<file path="src/hw/rtl/csvtok_pkg.sv">
// shared types, constants and helpers of the csv field tokenizer
package csvtok_pkg;

    localparam logic [7:0] QUOTE_BYTE      = 8'h22;
    localparam logic [7:0] NEWLINE_BYTE    = 8'h0A;
    localparam logic [7:0] DELIM_RESET     = 8'h2C;

    localparam logic [1:0] KIND_BYTE       = 2'd0;
    localparam logic [1:0] KIND_FIELD_END  = 2'd1;
    localparam logic [1:0] KIND_EMPTY      = 2'd2;
    localparam logic [1:0] KIND_END        = 2'd3;

    // result queue: room for two results of one item plus slack for a stalled sink
    localparam int OQ_DEPTH = 4;
    localparam int OQ_AW    = $clog2(OQ_DEPTH);
    localparam int OQ_CW    = $clog2(OQ_DEPTH + 1);

    typedef struct packed {
        logic       field_started;
        logic       in_quotes;
        logic       after_inner_quote;
    } t_tok_state;

    typedef struct packed {
        logic [1:0] kind;
        logic [7:0] field_byte;
        logic       last_of_run;
    } t_result;

    typedef struct packed {
        logic [1:0] count;
        t_result    res0;
        t_result    res1;
        t_tok_state nxt;
    } t_dec_out;

    function automatic logic is_blank(input logic [7:0] c);
        is_blank = (c == 8'h20) || (c == 8'h09) || (c == 8'h0B) ||
                   (c == 8'h0C) || (c == 8'h0D);
    endfunction

    function automatic t_result mk_res(input logic [1:0] kind, input logic [7:0] b);
        t_result r;
        r.kind        = kind;
        r.field_byte  = (kind == KIND_BYTE) ? b : 8'h00;
        r.last_of_run = 1'b0;
        mk_res = r;
    endfunction

endpackage

</file>
<file path="src/hw/rtl/csvtok_decode.sv">
// per-byte decision logic: next field state and up to two results
module csvtok_decode (
    input  csvtok_pkg::t_tok_state i_state,
    input  logic [7:0]             i_byte,
    input  logic                   i_end,
    input  logic [7:0]             i_delim,
    output csvtok_pkg::t_dec_out   o_dec
);
    import csvtok_pkg::*;

    t_dec_out   d;
    t_tok_state clr;

    always_comb begin
        clr = '0;
        d = '0;
        d.nxt = i_state;
        priority if (i_end) begin
            if (i_state.field_started) begin
                d.res0  = mk_res(KIND_FIELD_END, 8'h00);
                d.res1  = mk_res(KIND_END, 8'h00);
                d.count = 2'd2;
            end else begin
                d.res0  = mk_res(KIND_END, 8'h00);
                d.count = 2'd1;
            end
            d.nxt = clr;
        end else if (i_state.after_inner_quote) begin
            d.count = 2'd1;
            if (i_byte == i_delim || i_byte == NEWLINE_BYTE) begin
                d.res0 = mk_res(KIND_FIELD_END, 8'h00);
                d.nxt  = clr;
            end else begin
                d.res0 = mk_res(KIND_BYTE, i_byte);
                d.nxt.after_inner_quote = 1'b0;
                d.nxt.field_started     = 1'b1;
            end
        end else if (!i_state.in_quotes && i_byte == i_delim) begin
            d.res0  = mk_res(i_state.field_started ? KIND_FIELD_END : KIND_EMPTY, 8'h00);
            d.count = 2'd1;
            d.nxt   = clr;
        end else if (i_byte == NEWLINE_BYTE) begin
            if (i_state.field_started) begin
                d.res0  = mk_res(KIND_FIELD_END, 8'h00);
                d.res1  = mk_res(KIND_EMPTY, 8'h00);
                d.count = 2'd2;
            end else begin
                d.res0  = mk_res(KIND_EMPTY, 8'h00);
                d.count = 2'd1;
            end
            d.nxt = clr;
        end else if (!i_state.field_started && !i_state.in_quotes && is_blank(i_byte)) begin
            // leading whitespace dropped
            d.count = 2'd0;
        end else if (!i_state.field_started && i_byte == QUOTE_BYTE) begin
            d.nxt.in_quotes = 1'b1;
        end else if (i_byte == QUOTE_BYTE && i_state.in_quotes) begin
            d.nxt.after_inner_quote = 1'b1;
        end else begin
            d.res0  = mk_res(KIND_BYTE, i_byte);
            d.count = 2'd1;
            d.nxt.field_started = 1'b1;
        end

        if (d.count == 2'd1) begin
            d.res0.last_of_run = 1'b1;
        end
        if (d.count == 2'd2) begin
            d.res1.last_of_run = 1'b1;
        end
        o_dec = d;
    end

endmodule

</file>
<file path="src/hw/rtl/csvtok_outq.sv">
// small result queue: takes up to two results per cycle, hands out one while the sink is ready
module csvtok_outq (
    input  logic                i_clk,
    input  logic                i_rst_n,
    input  logic [1:0]          i_push_cnt,
    input  csvtok_pkg::t_result i_res0,
    input  csvtok_pkg::t_result i_res1,
    output logic                o_room2,
    output logic                o_valid,
    input  logic                i_ready,
    output csvtok_pkg::t_result o_res
);
    import csvtok_pkg::*;

    t_result          r_mem [OQ_DEPTH];
    logic [OQ_AW-1:0] r_wr_ptr, n_wr_ptr;
    logic [OQ_AW-1:0] r_rd_ptr, n_rd_ptr;
    logic [OQ_CW-1:0] r_count, n_count;
    logic             pop;
    logic [OQ_AW-1:0] wr_ptr1;
    logic [OQ_CW-1:0] after_pop;

    assign pop       = o_valid && i_ready;
    assign o_valid   = (r_count != '0);
    assign o_res     = r_mem[r_rd_ptr];
    assign wr_ptr1   = r_wr_ptr + OQ_AW'(1);
    assign after_pop = r_count - OQ_CW'(pop);
    assign o_room2   = (after_pop <= OQ_CW'(OQ_DEPTH - 2));

    always_comb begin
        n_wr_ptr = r_wr_ptr + OQ_AW'(i_push_cnt);
        n_rd_ptr = r_rd_ptr + OQ_AW'(pop);
        n_count  = after_pop + OQ_CW'(i_push_cnt);
    end

    always_ff @(posedge i_clk) begin
        if (!i_rst_n) begin
            r_wr_ptr <= '0;
            r_rd_ptr <= '0;
            r_count  <= '0;
        end else begin
            r_wr_ptr <= n_wr_ptr;
            r_rd_ptr <= n_rd_ptr;
            r_count  <= n_count;
        end
    end

    always_ff @(posedge i_clk) begin
        if (i_push_cnt != 2'd0) begin
            r_mem[r_wr_ptr] <= i_res0;
        end
        if (i_push_cnt == 2'd2) begin
            r_mem[wr_ptr1] <= i_res1;
        end
    end

    a_count_bound: assert property (@(posedge i_clk) disable iff (!i_rst_n)
        r_count <= OQ_CW'(OQ_DEPTH))
        else $error("result queue count beyond depth");

    a_push_fits: assert property (@(posedge i_clk) disable iff (!i_rst_n)
        (i_push_cnt != 2'd0) |-> o_room2)
        else $error("results pushed without room in queue");

endmodule

</file>
<file path="src/hw/rtl/csv_field_tokenizer_core.sv">
// csv field tokenizer top level: input register, field state, result queue
// One byte item is taken per cycle while the queue has room. An item is held in an
// input register, decoded against the field state and the delimiter, and its zero,
// one or two results go into a four-entry result queue that drives the output
// channel. Input flows at one item per cycle while the sink takes results as fast
// as they are made; items that give two results (a newline after field data, end
// of input after field data) need two output transfers, so the output port sets
// the sustained rate. The delimiter register (reset ',') is written through the
// config channel, which is always ready; write it only while no item is in flight.
module csv_field_tokenizer_core (
    input  logic       i_clk,
    input  logic       i_rst_n,
    input  logic       i_cfg_valid,
    output logic       o_cfg_ready,
    input  logic [7:0] i_cfg_delimiter_char,
    input  logic       i_in_valid,
    output logic       o_in_ready,
    input  logic [7:0] i_data_byte,
    input  logic       i_end_of_input,
    output logic       o_out_valid,
    input  logic       i_out_ready,
    output logic [1:0] o_kind,
    output logic [7:0] o_field_byte,
    output logic       o_last_of_run
);
    import csvtok_pkg::*;

    logic [7:0] r_delim;
    logic       r_in_valid;
    logic [7:0] r_in_byte;
    logic       r_in_end;
    t_tok_state r_state;
    t_dec_out   dec;
    logic       room2;
    logic       advance;
    logic [1:0] push_cnt;
    t_result    out_res;

    assign o_cfg_ready = 1'b1;
    assign advance     = r_in_valid && room2;
    assign o_in_ready  = !r_in_valid || advance;
    assign push_cnt    = advance ? dec.count : 2'd0;

    always_ff @(posedge i_clk) begin
        if (!i_rst_n) begin
            r_delim <= DELIM_RESET;
        end else if (i_cfg_valid && o_cfg_ready) begin
            r_delim <= i_cfg_delimiter_char;
        end
    end

    always_ff @(posedge i_clk) begin
        if (!i_rst_n) begin
            r_in_valid <= 1'b0;
            r_state    <= '0;
        end else begin
            if (o_in_ready) begin
                r_in_valid <= i_in_valid;
            end
            if (advance) begin
                r_state <= dec.nxt;
            end
        end
    end

    always_ff @(posedge i_clk) begin
        if (i_in_valid && o_in_ready) begin
            r_in_byte <= i_data_byte;
            r_in_end  <= i_end_of_input;
        end
    end

    csvtok_decode u_decode (
        .i_state (r_state),
        .i_byte  (r_in_byte),
        .i_end   (r_in_end),
        .i_delim (r_delim),
        .o_dec   (dec)
    );

    csvtok_outq u_outq (
        .i_clk      (i_clk),
        .i_rst_n    (i_rst_n),
        .i_push_cnt (push_cnt),
        .i_res0     (dec.res0),
        .i_res1     (dec.res1),
        .o_room2    (room2),
        .o_valid    (o_out_valid),
        .i_ready    (i_out_ready),
        .o_res      (out_res)
    );

    assign o_kind        = out_res.kind;
    assign o_field_byte  = out_res.field_byte;
    assign o_last_of_run = out_res.last_of_run;

    // a pending inner quote only exists inside a quoted field with data
    a_quote_escape: assert property (@(posedge i_clk) disable iff (!i_rst_n)
        r_state.after_inner_quote |-> (r_state.in_quotes && r_state.field_started))
        else $error("inner quote pending outside a started quoted field");

    a_end_clears: assert property (@(posedge i_clk) disable iff (!i_rst_n)
        (advance && r_in_end) |=> (r_state == '0))
        else $error("field state not cleared after end of input");

    a_two_results_last: assert property (@(posedge i_clk) disable iff (!i_rst_n)
        (push_cnt == 2'd2) |-> (!dec.res0.last_of_run && dec.res1.last_of_run))
        else $error("last_of_run misplaced on a two-result item");

endmodule

</file>
<file path="config.mk">
export PLATFORM = sky130hd
export DESIGN_NAME = csv_field_tokenizer_core
export DESIGN_NICKNAME = d
export VERILOG_FILES = /design/src/hw/rtl/csvtok_pkg.sv /design/src/hw/rtl/csvtok_decode.sv /design/src/hw/rtl/csvtok_outq.sv /design/src/hw/rtl/csv_field_tokenizer_core.sv
export SDC_FILE = /design/constraint.sdc
export NUM_CORES = 1
export LEC_CHECK = 0
export ABC_AREA = 1
export BUFFER_PORTS_ARGS = -buffer_cell sky130_fd_sc_hd__buf_2
export CAP_MARGIN = 20
export CORE_ASPECT_RATIO = 0.8
export CORE_MARGIN = 8
export CORE_UTILIZATION = 50
export DETAILED_ROUTE_END_ITERATION = 6
export GPL_TIMING_DRIVEN = 0
export HOLD_SLACK_MARGIN = 0.05
export PLACE_DENSITY = 0.73
export SYNTH_ARGS = -nofsm -noshare
export SYNTH_HDL_FRONTEND = slang
export SYNTH_SLANG_ARGS = --single-unit
</file>
<file path="constraint.sdc">
create_clock -name i_clk -period 3.6 [get_ports i_clk]
set_clock_uncertainty 0.15 [all_clocks]
set_input_delay 0.18 -clock i_clk [delete_from_list [all_inputs] [get_ports i_clk]]
set_output_delay 0.18 -clock i_clk [all_outputs]
set_load 0.05 [all_outputs]
</file>
==> flow_metrics.tcl, run 1 <==
set metrics [dict create \
    r2r-end "u_outq.r_count[2]$_SDFF_PN0_" \
    cts_buffer_depth 2 \
    p_clk_share_pct 17.1 \
    vias 3536 \
    core-area_um2 7462 \
    path_class "reg -> reg" \
    ant_nets 0 \
    status "completed" \
    drt_wl_total_mm 9.671 \
    fin_setup_tns_ns 0 \
    drv_slew 0 \
    pwr-share-seq_pct 34.5 \
    seq_area_frac_synth_pct 42.46 \
    hold_path.class "in -> reg" \
    synth_top_area_cell "dfxtp_1" \
    r2r_slack_ns 0.72 \
    ys_types 37 \
    p_sw_share_pct 46.57 \
    numCtsBuffers 9 \
    syn_area_per_cell_um2 7.271 \
    leakagePower_nw 2.479 \
    die_area_um2 10880 \
    seq_area_um2 1652 \
    placed_area_um2 4192 \
    synthFlopType "dfxtp_1" \
    htree_levels 3 \
    finalSetupViolations 0 \
    first_pass_iters 5 \
    drv_cap 0 \
    postCtsSetupRepairBufs 0 \
    cp_data_arrival_time_ns 2.96 \
    antenna_found_initial 0 \
    p_per_area_nw_per_um2 783.4 \
    root_buffer "clkbuf_8" \
    synth.top_cell.area_share_pct 26.25 \
    drc 0 \
    grt_pass1_wl_mm 15.90 \
    dp_hpwl_mm 6.969 \
    worstSetupEndpointType "flop" \
    die_w_um 114.6 \
    synth_cells 535 \
    drive_above_1_share_pct 15.13 \
    cp_max_fo 10 \
    ir_worst_vdd_v 0.0005938 \
    power.internal_w 0.001929 \
    ios 36 \
    nets 631 \
    netlist_area_um2 3890 \
    fin_util_pct 61.77 \
    crit_required_ns 3.68 \
    cts_num_sinks 72 \
    diodes 0 \
    stdcell_count 713 \
    wl_per_cell_um 13.56 \
    grt_overflow 0 \
    multi_input_area_um2 1805 \
    placedCellCount 674 \
    placementRows 28 \
    slew_headroom_pct 43.81 \
    initial_core_util_pct 52.13 \
    cts_tree "yes" \
    io_buffers 34 \
    synth-edff-count 21 \
    rsz0062_at_grt "false" \
    ff2ff_path_depth 13 \
    power_frac_comb_pct 48.4 \
    crit_start "u_outq.r_count[2]$_SDFF_PN0_" \
    drtIter0Drc 232 \
    stdcell_area_um2 4609 \
    yosys-top-cells-area "dfxtp_1 26%, edfxtp_1 16%, nand2_1 13%" \
    start_kind "flop" \
    gp_congestion 0.8776 \
    max_freq_mhz 347.0 \
    clk_pin_slew_ns 0.07 \
    ys_seq_elements 72 \
    endpoint "u_outq.r_count[2]$_SDFF_PN0_" \
    grt_max_degree 13 \
    layout_min_cycle_time_ns 2.882 \
    syn_to_final_growth_pct 18.49 \
    syn_nets 563 \
    finalHoldViolCount 0 \
    synthArstFlopShare_pct 0 \
    fill_cells 655 \
    ys_warn_count 0 \
    crit-reg2reg-launch "u_outq.r_count[2]$_SDFF_PN0_" \
    final.period_utilization_pct 80.04 \
    die_y_um 94.89 \
    clkLatencyLatePin_ns 0.34 \
    tightest_slew_ns 0.8398 \
    gr-usage-all-layers_pct 18.62 \
    vias_per_cell 4.959 \
    grt_pass1_vias 3377 \
    switching_power_w 0.001682 \
]
-- critical path: stages, from the launching register on --
cell and delay (ns):
dfxtp_1 0.32, nor2_1 0.13, a21boi_0 0.14, ha_1 0.23, ha_1 0.33, nor2_1 0.07
nor2_1 0.09, nand2_1 0.16, inv_1 0.12, buf_2 0.23, nand2_1 0.14, fa_1 0.43
xor2_1 0.17, nor2_1 0.05
-- through the flow --
step	hold WS, ns	setup slack (ns)	total power [W]
floorplan	0.1289	0.2033	0.002577
global placement	0.2062	0.7625	0.002927
detailed placement	0.2081	0.7121	0.002981
CTS	0.05076	0.7014	0.003620
global route	0.07308	0.4591	0.003872
finish	0.05403	0.7184	0.003611
-- routing by layer --
layer / wire, um / part of all wire [%] / vias up / global-route usage, %
met4: 69 / 0.71 / 0 / 4.972
met2: 4575 / 47 / 95 / 31.46
li1: - / - / 1803 / -
met1: 4472 / 46 / 1631 / 23.47
met5: 0 / 0 / - / 0
met3: 554 / 5.7 / 7 / 4.273
-- synth_stat cells, types with 3 or more instances --
| cell | count |
|---|---|
| nand2_1 | 134 |
| nor2_1 | 92 |
| inv_1 | 77 |
| dfxtp_1 | 51 |
| a21oi_1 | 30 |
| o21ai_0 | 28 |
| edfxtp_1 | 21 |
| o21ai_1 | 9 |
| xnor2_1 | 8 |
| clkbuf_1 | 7 |
| inv_2 | 7 |
| nand3_1 | 7 |
| nand4_1 | 7 |
| nand3_2 | 6 |
| nor2_2 | 6 |
| ha_1 | 5 |
| buf_2 | 4 |
| buf_6 | 4 |
| nand4_4 | 4 |
| buf_4 | 3 |
| nand2_2 | 3 |
| o22ai_1 | 3 |
-- timing repair --
item                       in CTS  in global routing
hold buffers                   23                  0
hold endpoints to repair       21                  0
setup endpoints to repair       0                  0
gates resized for setup         0                  0
-- cell families (layout without fill, tap and decap cells) --
logic type | count (synthesis) | count (layout) | synth area share, %
xor gates and xnor gates | 10 | 10 | 2.252
and+or+nand+nor | 267 | 267 | 30.94
other | 1 | 1 | 0.09640
adders and majority gates | 6 | 6 | 2.123
buffers and inverters | 103 | 176 | 11.13
AOI/OAI and AO/OA | 76 | 76 | 11.00
DFF | 72 | 72 | 42.46
-- worst min path at each step --
stage                         from                      end  depth (start not counted)
floorplan           i_data_byte[0]   r_in_byte[0]$_DFFE_PP_                          0
global placement    i_data_byte[7]   r_in_byte[7]$_DFFE_PP_                          1
detailed placement  i_data_byte[7]   r_in_byte[7]$_DFFE_PP_                          1
CTS                    i_cfg_valid  r_delim[6]$_SDFFE_PN0P_                          4
global route           i_cfg_valid  r_delim[6]$_SDFFE_PN0P_                          4
finish                 i_cfg_valid  r_delim[6]$_SDFFE_PN0P_                          4
-- registers in the layout, indices dropped and copies added (netlist names) --
signal and flops:
r_state 3, r_in_end 1, u_outq.r_wr_ptr 2, r_in_byte 8, r_delim 8, r_in_valid 1
u_outq.r_mem 44, u_outq.r_rd_ptr 2, u_outq.r_count 3
-- placed cells by master, fill, tap and decap left out, types with 3 or more instances in the layout --
cell type | Yosys | routed
nand2_1 | 134 | 134
clkbuf_8 | 0 | 9
nand3_2 | 6 | 6
nand4_1 | 7 | 7
nand3_1 | 7 | 7
nor2_1 | 92 | 92
buf_2 | 4 | 38
clkbuf_1 | 7 | 8
o22ai_1 | 3 | 3
nand2_2 | 3 | 3
o21ai_1 | 9 | 9
nand4_4 | 4 | 4
buf_6 | 4 | 4
o21ai_0 | 28 | 28
dfxtp_1 | 51 | 51
dlygate4sd3_1 | 0 | 23
buf_4 | 3 | 3
nor2_2 | 6 | 6
edfxtp_1 | 21 | 21
xnor2_1 | 8 | 8
inv_1 | 77 | 77
a21oi_1 | 30 | 30
inv_2 | 7 | 7
ha_1 | 5 | 5
-- power by group through the flow --
| stage | Clock, W | Sequential [W] | Combinational, W |
|---|---|---|---|
| 5_1_grt | 0.000665 | 0.00128 | 0.00193 |
| 4_1_cts | 0.000627 | 0.00124 | 0.00175 |
| 6_report | 0.000617 | 0.00125 | 0.00175 |
| 3_5_place_dp | 0 | 0.00126 | 0.00172 |
| 3_3_place_gp | 0 | 0.00125 | 0.00168 |
| 2_1_floorplan | 0 | 0.00122 | 0.00135 |
-- layout make-up --
cell class | count | share of cell area (%)
Multi-Input combinational cell | 360 | 39.17
Sequential cell | 72 | 35.83
Timing Repair Buffer | 57 | 8.686
Inverter | 85 | 6.922
Tap cell | 105 | 2.850
Clock buffer | 10 | 2.769
Buffer | 18 | 2.470
Clock inverter | 6 | 1.303
Note: power is estimated with default switching activity, not from simulation.
==> inputs of run 2 (changes only) <==
PLACE_DENSITY = 0.76   (was 0.73)
clock period = 2.3 ns   (was 3.6 ns; I/O delays follow)
==> run 2 against run 1 <==
The flow now finishes with violations (DRC, setup timing). Routed wire length is 71% higher. Fmax up 5.1%. Register-to-register slack worse by 1.2 ns. First-iteration DRC count rose to 2.9 times the previous value. Largest power group unchanged. Highest routed layer unchanged.
==> flow_metrics.tcl, run 2 (same netlist as run 1, synthesis figures left out) <==
set metrics [dict create \
    drt_wl_total_mm 16.57 \
    p_per_area_nw_per_um2 1250 \
    fin_setup_tns_ns -12.96 \
    tightest_slew_ns 0.6945 \
    initial_core_util_pct 52.13 \
    drv_cap 0 \
    mostFrequentLayoutCells "84 x nand2_1, 73 x inv_1, 55 x nor2_1, 48 x dfxtp_1" \
    cts_buffer_depth 2 \
    finalSetupViolations 66 \
    grt_pass1_wl_mm 19.21 \
    final_common_cell "nand2_1" \
    die_area_um2 10880 \
    layout_min_cycle_time_ns 2.743 \
    htree_levels 3 \
    stdcell_count 773 \
    ios 36 \
    die_w_um 114.6 \
    io_buffers 34 \
    path_class "reg -> reg" \
    place_ws_ns -0.3669 \
    leakagePower_nw 2.951 \
    rsz0062_at_grt "true" \
    worstSetupEndpointType "flop" \
    slew_headroom_pct 53.53 \
    placementRows 28 \
    core-area_um2 7462 \
    ir_worst_vdd_v 0.001029 \
    placedCellCount 674 \
    cts_tree "yes" \
    cp_max_fo 7 \
    drv_slew 0 \
    gr-usage-all-layers_pct 22.63 \
    wl_per_cell_um 21.43 \
    fill_cells 382 \
    setup_slack_ns -0.4430 \
    vias_per_cell 6.009 \
    die_y_um 94.89 \
    finalHoldViolCount 0 \
    drive_above_1_share_pct 41.17 \
    regMostFlops "u_outq.r_mem" \
    first_pass_iters 7 \
    clk_pin_slew_ns 0.08 \
    power_w 0.007394 \
    hold_path.class "in -> reg" \
    failed_checks "DRC, setup timing" \
    dp_hpwl_mm 6.648 \
    clkLatencyLatePin_ns 0.37 \
    ant_nets 0 \
    crit_required_ns 2.40 \
    drc 5 \
    syn_to_final_growth_pct 52.04 \
    gp_congestion 0.8962 \
    root_buffer "clkbuf_8" \
    holdWs_ns 0.1798 \
    diodes 0 \
    max_freq_mhz 364.6 \
    top_regs "u_outq.r_mem (44), r_delim (8), r_in_byte (8)" \
    largest_reg_flops 44 \
    numCtsBuffers 9 \
    antenna_found_initial 0 \
    start_kind "flop" \
    grt_max_degree 13 \
    cp_data_arrival_time_ns 2.85 \
    nets 691 \
    grt_pass1_vias 4010 \
    status "finished with violations" \
    grt_overflow 0 \
    vias 4645 \
    drtIter0Drc 669 \
    cts_num_sinks 72 \
    final.period_utilization_pct 119.3 \
]
-- run 2: worst paths after layout --
check                                        from                               to  slack (ns)  cells past startpoint
setup / recovery          r_state[2]$_SDFFE_PN0P_     u_outq.r_count[1]$_SDFF_PN0_       -0.44                     12
hold / removal                        i_cfg_valid          r_delim[2]$_SDFFE_PN1P_        0.18                      3
setup reg to reg          r_state[2]$_SDFFE_PN0P_     u_outq.r_count[1]$_SDFF_PN0_       -0.44                     12
hold reg to reg   u_outq.r_mem[2][7]$_SDFFE_PP0P_  u_outq.r_mem[2][7]$_SDFFE_PP0P_        0.37                      4
-- run 2: routing by layer --
layer	part of all wire [%]	global-route usage (%)	wire [um]
met5	0	0	0
met4	7.4	10.94	1220
met3	14	4.528	2309
met2	45	40.01	7517
met1	33	25.86	5518
-- run 2: power breakdown --
group          switching, W  leakage [nW]  internal [W]
logic               0.00285          2.24       0.00148
clock network      0.000527        0.0901      0.000490
registers          0.000302         0.624       0.00174
total               0.00368          2.95       0.00371
-- run 2: cell type report --
| cell class | instances | area (um^2) | area share (%) |
|---|---|---|---|
| timing repair buffer | 118 | 1033 | 17.47 |
| clock buffer | 9 | 123.9 | 2.094 |
| clock inverter | 7 | 62.56 | 1.058 |
| inverter | 85 | 322.8 | 5.458 |
| buffer | 17 | 145.1 | 2.454 |
| sequential | 72 | 1658 | 28.03 |
| tap | 105 | 131.4 | 2.221 |
| multi-input combinational | 360 | 2437 | 41.21 |
-- run 2: repair_timing --
action | 4_1_cts | 5_1_grt
gates resized for setup | 81 | 111
endpoints found under the hold margin | 24 | 0
setup endpoints to repair | 60 | 78
hold buffers | 27 | 0
cloned | 5 | 0
setup buffers | 36 | 18
pin swaps | 46 | 51
-- run 2: metrics by stage --
stage / utilization, % / cell area, um^2
floorplan: - / 3994
global placement: 57.56 / 4295
detailed placement: 57.56 / 4295
CTS: 72.57 / 5415
global route: 79.26 / 5914
finish: 79.26 / 5914
-- run 2: critical path, cell delays in order, from the launching register on --
cell	delay (ns)
dfxtp_1	0.55
inv_1	0.25
nand3_2	0.17
nand2_1	0.08
nor2_2	0.13
nand2_4	0.08
o2111ai_4	0.12
nand2_2	0.12
nor2_4	0.16
ha_4	0.14
inv_2	0.04
fa_2	0.59
nor2_2	0.04
